===== src/rtl/core/shirm_pkg.sv =====
// ----------------------------------------------------------------------------
// shirm_pkg: shared types and constants of the shifting insert/remove array
// Field widths, request and status codes, and the per-cell command bundle.
// ----------------------------------------------------------------------------
package shirm_pkg;

  localparam int unsigned CAPACITY = 64;
  localparam int unsigned DATA_W   = 32;
  localparam int unsigned POS_W    = 7;
  localparam int unsigned CNT_W    = 7;
  localparam int unsigned REQ_W    = 2;
  localparam int unsigned ST_W     = 2;
  localparam int unsigned IDX_W    = (CAPACITY > 1) ? $clog2(CAPACITY) : 1;
  localparam int unsigned CMP_W    = (POS_W > IDX_W) ? POS_W : IDX_W + 1;

  // read-side OR tree: groups of GRP cells, one register per group
  localparam int unsigned GRP      = 8;
  localparam int unsigned NGRP     = (CAPACITY + GRP - 1) / GRP;

  localparam int unsigned IN_TDATA_W  = ((POS_W + DATA_W + 7) / 8) * 8;
  localparam int unsigned OUT_TDATA_W = ((DATA_W + ST_W + CNT_W + 7) / 8) * 8;

  typedef enum logic [REQ_W-1:0] {
    REQ_GET = 2'd0,
    REQ_SET = 2'd1,
    REQ_INS = 2'd2,
    REQ_REM = 2'd3
  } req_e;

  typedef enum logic [ST_W-1:0] {
    ST_OK    = 2'd0,
    ST_RANGE = 2'd1,
    ST_FULL  = 2'd2
  } status_e;

  // write action broadcast to every cell
  typedef enum logic [1:0] {
    COP_NONE = 2'd0,
    COP_SET  = 2'd1,
    COP_INS  = 2'd2,
    COP_REM  = 2'd3
  } cop_e;

  typedef struct packed {
    cop_e              op;
    logic              rd;     // drive selected cell onto read tree
    logic [POS_W-1:0]  pos;
    logic [DATA_W-1:0] value;
  } cell_cmd_t;

endpackage


===== src/rtl/core/shirm_cell.sv =====
// ----------------------------------------------------------------------------
// shirm_cell: one storage cell of the shifting array
// Holds one entry; loads, takes its lower or upper neighbor, or holds.
// ----------------------------------------------------------------------------
module shirm_cell (
  input  logic                             clk_i,
  input  logic [shirm_pkg::IDX_W-1:0]      idx_i,
  input  shirm_pkg::cell_cmd_t             cmd_i,
  input  logic [shirm_pkg::DATA_W-1:0]     lower_i,
  input  logic [shirm_pkg::DATA_W-1:0]     upper_i,
  output logic [shirm_pkg::DATA_W-1:0]     data_o,
  output logic [shirm_pkg::DATA_W-1:0]     rd_o
);

  logic [shirm_pkg::DATA_W-1:0] data_q, data_d;
  logic [shirm_pkg::CMP_W-1:0]  idx_ext, pos_ext;
  logic                         hit, above;

  assign idx_ext = shirm_pkg::CMP_W'(idx_i);
  assign pos_ext = shirm_pkg::CMP_W'(cmd_i.pos);
  assign hit     = (idx_ext == pos_ext);
  assign above   = (idx_ext > pos_ext);

  always_comb begin
    data_d = data_q;
    case (cmd_i.op)
      shirm_pkg::COP_SET: begin
        if (hit) data_d = cmd_i.value;
      end
      shirm_pkg::COP_INS: begin
        if (hit) data_d = cmd_i.value;
        else if (above) data_d = lower_i;
      end
      shirm_pkg::COP_REM: begin
        if (hit || above) data_d = upper_i;
      end
      default: data_d = data_q;
    endcase
  end

  // payload only, no reset
  always_ff @(posedge clk_i) begin
    data_q <= data_d;
  end

  assign data_o = data_q;
  assign rd_o   = (cmd_i.rd && hit) ? data_q : '0;

endmodule

===== config.mk =====
export PLATFORM = sky130hd
export DESIGN_NAME = shirm_cell
export DESIGN_NICKNAME = d
export VERILOG_FILES = /design/src/rtl/core/shirm_pkg.sv /design/src/rtl/core/shirm_cell.sv
export SDC_FILE = /design/constraint.sdc
export NUM_CORES = 1
export LEC_CHECK = 0
export ABC_AREA = 1
export CAP_MARGIN = 20
export CORE_ASPECT_RATIO = 0.6
export CORE_MARGIN = 1.5
export CORE_UTILIZATION = 35
export DETAILED_ROUTE_END_ITERATION = 7
export DONT_BUFFER_PORTS = 1
export GPL_TIMING_DRIVEN = 0
export PLACE_DENSITY = 0.52
export SYNTH_ARGS = -nofsm -noshare
export SYNTH_HDL_FRONTEND = slang
export SYNTH_SLANG_ARGS = --single-unit

===== constraint.sdc =====
create_clock -name clk_i -period 3.9 [get_ports clk_i]
set_input_delay 0.195 -clock clk_i [delete_from_list [all_inputs] [get_ports clk_i]]
set_output_delay 0.195 -clock clk_i [all_outputs]
set_load 0.02 [all_outputs]

==> summary.md, run 1 <==
| Metric | Value |
|---|---|
| Final Instance Area | `3137 um2` |
| Die height | `72.32 um` |
| TritonCTS buffer count | `5` |
| Full die area | `8571 um2` |
| 1st-iter DRT viols | `234` |
| Critical Path Start | `cmd_i[37]` |
| Drt pass-1 iters | `4` |
| Highest Clock Rate | `0.5021 GHz` |
| Post-Route M1 WL | `4.139 mm` |
| Critical path's largest stage delay | `0.38 ns` |
| Core box area | `7820 um2` |
| Reg clk slew, reported paths | `0.06 ns` |
| Largest net degree at the start of global routing | `18` |
| CP Launch Type | `input port` |
| Final Cycle Share | `0.5106` |
| Total GRT Usage | `0.1990` |
| DR vias | `2695` |
| Tmin final | `1.992 ns` |
| Placed cell count | `559` |
| RSZ-0062 raised after global routing | `false` |
| Slowest CP cell | `nor2_1` |
| I/O pin count | `177` |
| WS Path Type | `input port to output port` |
| Area Growth Syn to Fin | `11.92%` |
| Worst Setup EP | `rd_o[18]` |
| Max-capacitance violation count | `0` |
| Vias in the first global route | `2539` |
| Syn nets | `569` |
| Root buf cell | `clkbuf_16` |
| Sequential share of the synthesized area | `0.3429` |
| PnR worst setup slack | `1.908 ns` |
| Synth Cell Area | `2803 um2` |
| Fraction of layout cells with a size suffix above 1 | `0.07625` |
| Finish-stage setup viols | `0` |
| Slew Limit Fails | `0` |
| Outcome | `finished, final reports clean` |
| Nets | `577` |
| Dpl cell area | `2973 um2` |
| Hold Buf Count CTS | `0` |
| Slew headroom | `0.6144` |
| Chip width | `118.5 um` |
| Antenna-violating nets left | `0` |
| Top Metal Used | `met4` |
| Synth Instances | `450` |
| Total gr overflow | `0` |
| ANT cells | `0` |
| Port buffer count | `0` |
| Dpl ws | `1.660 ns` |
| Netlist cell types | `15` |
| Non-Filler Instances | `567` |
| Critical Path Sink Type | `output port` |
| Post-CTS setup buffer count | `0` |
| First-pass GRT wire length | `13.14 mm` |
| Hold Fails Final Rpt | `0` |
| Synthesized flop and latch total | `32` |
| CTS Sinks | `32` |
| Routed len/inst | `15.05 um` |
| Met2 WL | `3.744 mm` |
| Register Area | `960.9 um2` |
| Initial Util | `0.3584` |
| Cell row count | `25` |
| Static leakage | `1.747 nW` |
| CTS HTree Levels | `2` |
| CP required | `3.70 ns` |
| Post-cts sizing count | `0` |
| HPWL Detailed | `6.553 mm` |
| Bufs on Longest Clock Path | `2` |
| Met3 wire length | `618 um` |
| Vias/cell | `4.753` |
| Max reg flops | `32` |
| Peak VDD IR | `163.4 uV` |
| Least-Margin Pin Slew | `0.5770 ns` |
| CTS tree | `yes` |
| Post-route setup TNS | `0 ns` |
| WL final | `8.535 mm` |
| Critical Path Fanout Max | `10` |
| Multi-input logic area | `1196 um2` |
| Fillers | `855` |
| Initial antenna violation count | `0` |
| RePlAce Congestion | `0.8053` |
| Post-Syn Area per Cell | `6.228 um2` |
| Syn. warnings | `0` |
| Crit path arrival time | `1.80 ns` |
| Post-route DRC | `0` |
| P per Cell Area | `344.1 nW/um2` |
| Cell Chain, Critical Path | `inv_1 > ha_1 > nand2_1 > nor2_4 > nand3_1 > buf_2 > nor2_1` |
| Min-delay worst type | `input port to flip-flop` |
==> critical path: cells and delay by family <==
family,cells,cell delay (ns)
AND/OR/NAND/NOR,4,0.97
buffers and inverters,2,0.32
adder cells (fa/ha/maj),1,0.31
==> cell families (layout without fill, tap and decap cells) <==
family,Yosys count,in the layout,share of synthesized area
buffers and inverters,165,174,0.2330
flip-flops,32,32,0.3429
AO/OA/AOI/OAI,32,32,0.05714
adder cells (fa/ha/maj),6,6,0.02679
AND/OR/NAND/NOR,215,215,0.3402
==> layer usage <==
| metal | vias up | GRT usage |
|---|---|---|
| met5 | - | 0 |
| met4 | 0 | 0.04552 |
| met3 | 2 | 0.04560 |
| met2 | 118 | 0.3204 |
| met1 | 1199 | 0.2758 |
| li1 | 1376 | - |
==> placed cells by master (no fill, tap or decap), drive strengths merged <==
cell type	count
buf	22
bufinv	1
clkbuf	11
clkinv	1
edfxtp	32
ha	6
inv	139
nand2	75
nand3	99
nand4	1
nor2	40
o21ai	32
==> Yosys cell counts, drive strengths merged <==
cell    instances  area share
o21ai          32       0.057
ha              6       0.027
buf            21       0.040
nor2           40       0.060
inv           139        0.19
nand4           1      0.0022
nand2          75        0.10
edfxtp         32        0.34
nand3          99        0.18
clkbuf          5      0.0067
==> power by group <==
part           total (mW)  internal (mW)  switching [mW]
clock network       0.442          0.300           0.142
registers           0.466          0.417          0.0497
logic               0.171         0.0565           0.114
total                1.08          0.773           0.306
==> per-stage QoR <==
stage	util	hold slack [ns]	power [mW]
floorplan	-	0.4654	0.5945
global placement	0.3757	0.4769	0.6368
detailed placement	0.3802	0.4816	0.6450
CTS	0.4011	0.1969	1.093
global route	0.4011	0.2200	1.136
finish	0.4011	0.2003	1.079
==> how the worst min path moves through the flow <==
| stage | from | to | slack [ns] | cells past startpoint |
|---|---|---|---|---|
| after CTS | lower_i[5] | data_o[5] | 0.20 | 4 |
| after global placement | lower_i[16] | data_o[16] | 0.48 | 4 |
| after detailed placement | lower_i[5] | data_o[5] | 0.48 | 4 |
| after floorplan | lower_i[0] | data_o[0] | 0.47 | 4 |
| final | lower_i[5] | data_o[5] | 0.20 | 4 |
| after global routing | lower_i[18] | data_o[18] | 0.22 | 4 |
==> layout make-up <==
class                      count  share of cell area
clock inverter                 2             0.01117
sequential                    32              0.3063
timing repair buffer           1            0.008775
multi-input combinational    253              0.3813
clock buffer                   6             0.04109
inverter                     139              0.1663
buffer                        26             0.04188
tap                          108             0.04308
(Power assumes the default switching activity.)
==> inputs of run 2 (changes only) <==
==> constraint.sdc (replaced) <==
create_clock -name clk_i -period 1.87 [get_ports clk_i]
set_input_delay 0.0935 -clock clk_i [delete_from_list [all_inputs] [get_ports clk_i]]
set_output_delay 0.0935 -clock clk_i [all_outputs]
set_load 0.02 [all_outputs]
==> run 2 against run 1 <==
  * Utilization decreased by 0.40 points
  * Clock power increased by 80%
  * Flip-flop and latch count did not move
==> summary.md, run 2 (same netlist as run 1, synthesis figures left out) <==
| Metric | Value |
|---|---|
| Outcome | `finished, final reports clean` |
| Most frequent cells in the layout | `inv_1, nand3_1, nand2_1` |
| CP top delay family | `simple AND/OR/NAND/NOR gates` |
| Max reg flops | `32` |
| Bufs on Longest Clock Path | `2` |
| CTS Sinks | `32` |
| Drt pass-1 iters | `5` |
| Slowest CP cell | `nor2_1` |
| Psw | `0.6535 mW` |
| Initial Util | `0.3584` |
| Routed len/inst | `15.04 um` |
| Finish-stage setup viols | `0` |
| Top Usage Layer GRT | `met2` |
| Buf+Inv Stages, Crit Path | `2` |
| Highest Clock Rate | `0.5940 GHz` |
| Initial antenna violation count | `0` |
| Critical path's largest stage delay | `0.34 ns` |
| Min-delay worst type | `input port to flip-flop` |
| HPWL Detailed | `6.362 mm` |
| Global Route met3 Usage | `0.04167` |
| Area Growth Syn to Fin | `10.80%` |
| Non-Filler Instances | `567` |
| Critical Path Sink Type | `output port` |
| RSZ-0062 raised after global routing | `false` |
| First-pass GRT wire length | `12.68 mm` |
| Core box area | `7820 um2` |
| DR vias | `2812` |
| Crit path arrival time | `1.59 ns` |
| Post-route DRC | `0` |
| Root buf cell | `clkbuf_16` |
| Hold slack | `0.1017 ns` |
| WS Path Type | `input port to output port` |
| Met1 Use GR | `0.2730` |
| TritonCTS buffer count | `5` |
| Least-Margin Pin Slew | `0.5623 ns` |
| Clk pwr share | `0.375` |
| 1st-iter DRT viols | `216` |
| Fraction of layout cells with a size suffix above 1 | `0.08061` |
| Static leakage | `1.720 nW` |
| Vias/cell | `4.959` |
| Utilization after layout | `0.3971` |
| I/O pin count | `177` |
| Slew Limit Fails | `0` |
| Post-CTS setup buffer count | `0` |
| Die height | `72.32 um` |
| ANT cells | `0` |
| Total GRT Usage | `0.1928` |
| PnR worst setup slack | `0.1865 ns` |
| WL final | `8.527 mm` |
| Post-route setup TNS | `0 ns` |
| Peak VDD IR | `305.7 uV` |
| Cell row count | `25` |
| CP required | `1.78 ns` |
| Comb pwr share | `0.166` |
| Nets | `577` |
| Antenna-violating nets left | `0` |
| CTS tree | `yes` |
| Tmin final | `1.684 ns` |
| Reg clk slew, reported paths | `0.06 ns` |
| Final Instance Area | `3105 um2` |
| Total power | `2.122 mW` |
| Final Cycle Share | `0.9003` |
| Sw Share | `0.3080` |
| Dpl cell area | `2945 um2` |
| Largest net degree at the start of global routing | `17` |
| Slew headroom | `0.6252` |
| Vias in the first global route | `2458` |
| Chip width | `118.5 um` |
| Placed cell count | `558` |
| Full die area | `8571 um2` |
| Port buffer count | `0` |
| Hold Buf Count CTS | `0` |
| CP Launch Type | `input port` |
| Critical Path Fanout Max | `10` |
| CTS HTree Levels | `2` |
| Max-capacitance violation count | `0` |
| RePlAce Congestion | `0.8900` |
| Reg power frac | `0.459` |
| Total gr overflow | `0` |
| Dpl ws | `-0.3899 ns` |
| Met2 Use GR | `0.3062` |
| Int Power | `1.468 mW` |
| P per Cell Area | `683.2 nW/um2` |
| Most common cell after layout, fill and taps aside | `inv_1` |
| Hold Fails Final Rpt | `0` |
| Cell Chain, Critical Path | `inv_1 > ha_1 > nand2_1 > nor2_4 > nand3_1 > buf_2 > nor2_1` |
## run 2: cell types whose count changed in the layout (fill, tap and decap cells not counted), sizes merged
| cell | delta |
|---|---|
| bufinv | -1 |
| clkbuf | -1 |
| clkinvlp | +2 |
| nor2 | +1 |
| buf | -1 |
## run 2: worst paths after layout
kind	start	end	slack, ns	cells past startpoint
max	cmd_i[34]	rd_o[12]	0.19	7
min	lower_i[13]	data_o[13]	0.10	4
## run 2: cell type report
| class | count | area (um2) |
|---|---|---|
| flip-flops and latches | 32 | 960.9 |
| clock buffers | 5 | 125.1 |
| multi-input cells | 254 | 1212 |
| well taps | 108 | 135.1 |
| clock inverters | 3 | 18.77 |
| plain buffers | 26 | 131.4 |
| inverters | 139 | 521.8 |
| fillers | 848 | 4715 |
## run 2: power by group through the flow
| stage | clock (mW) | sequential (mW) | combinational [mW] |
|---|---|---|---|
| after global placement | 0 | 0.989 | 0.343 |
| final | 0.796 | 0.973 | 0.352 |
| after detailed placement | 0 | 0.989 | 0.346 |
| after CTS | 0.813 | 0.974 | 0.353 |
| after global routing | 0.841 | 0.979 | 0.410 |
| after floorplan | 0 | 0.975 | 0.266 |
## run 2: what timing repair did
| item | CTS | global route |
|---|---|---|
| gates resized for setup | 1 | 2 |
| setup endpoints to repair | 32 | 2 |
| gates cloned | 1 | 0 |
## run 2: layer usage
metal,wire [um],up-vias,share of wire
met2,3738,149,0.44
li1,-,1378,-
met5,0,-,0
met1,4056,1281,0.48
met3,684,4,0.080
met4,48,0,0.0056
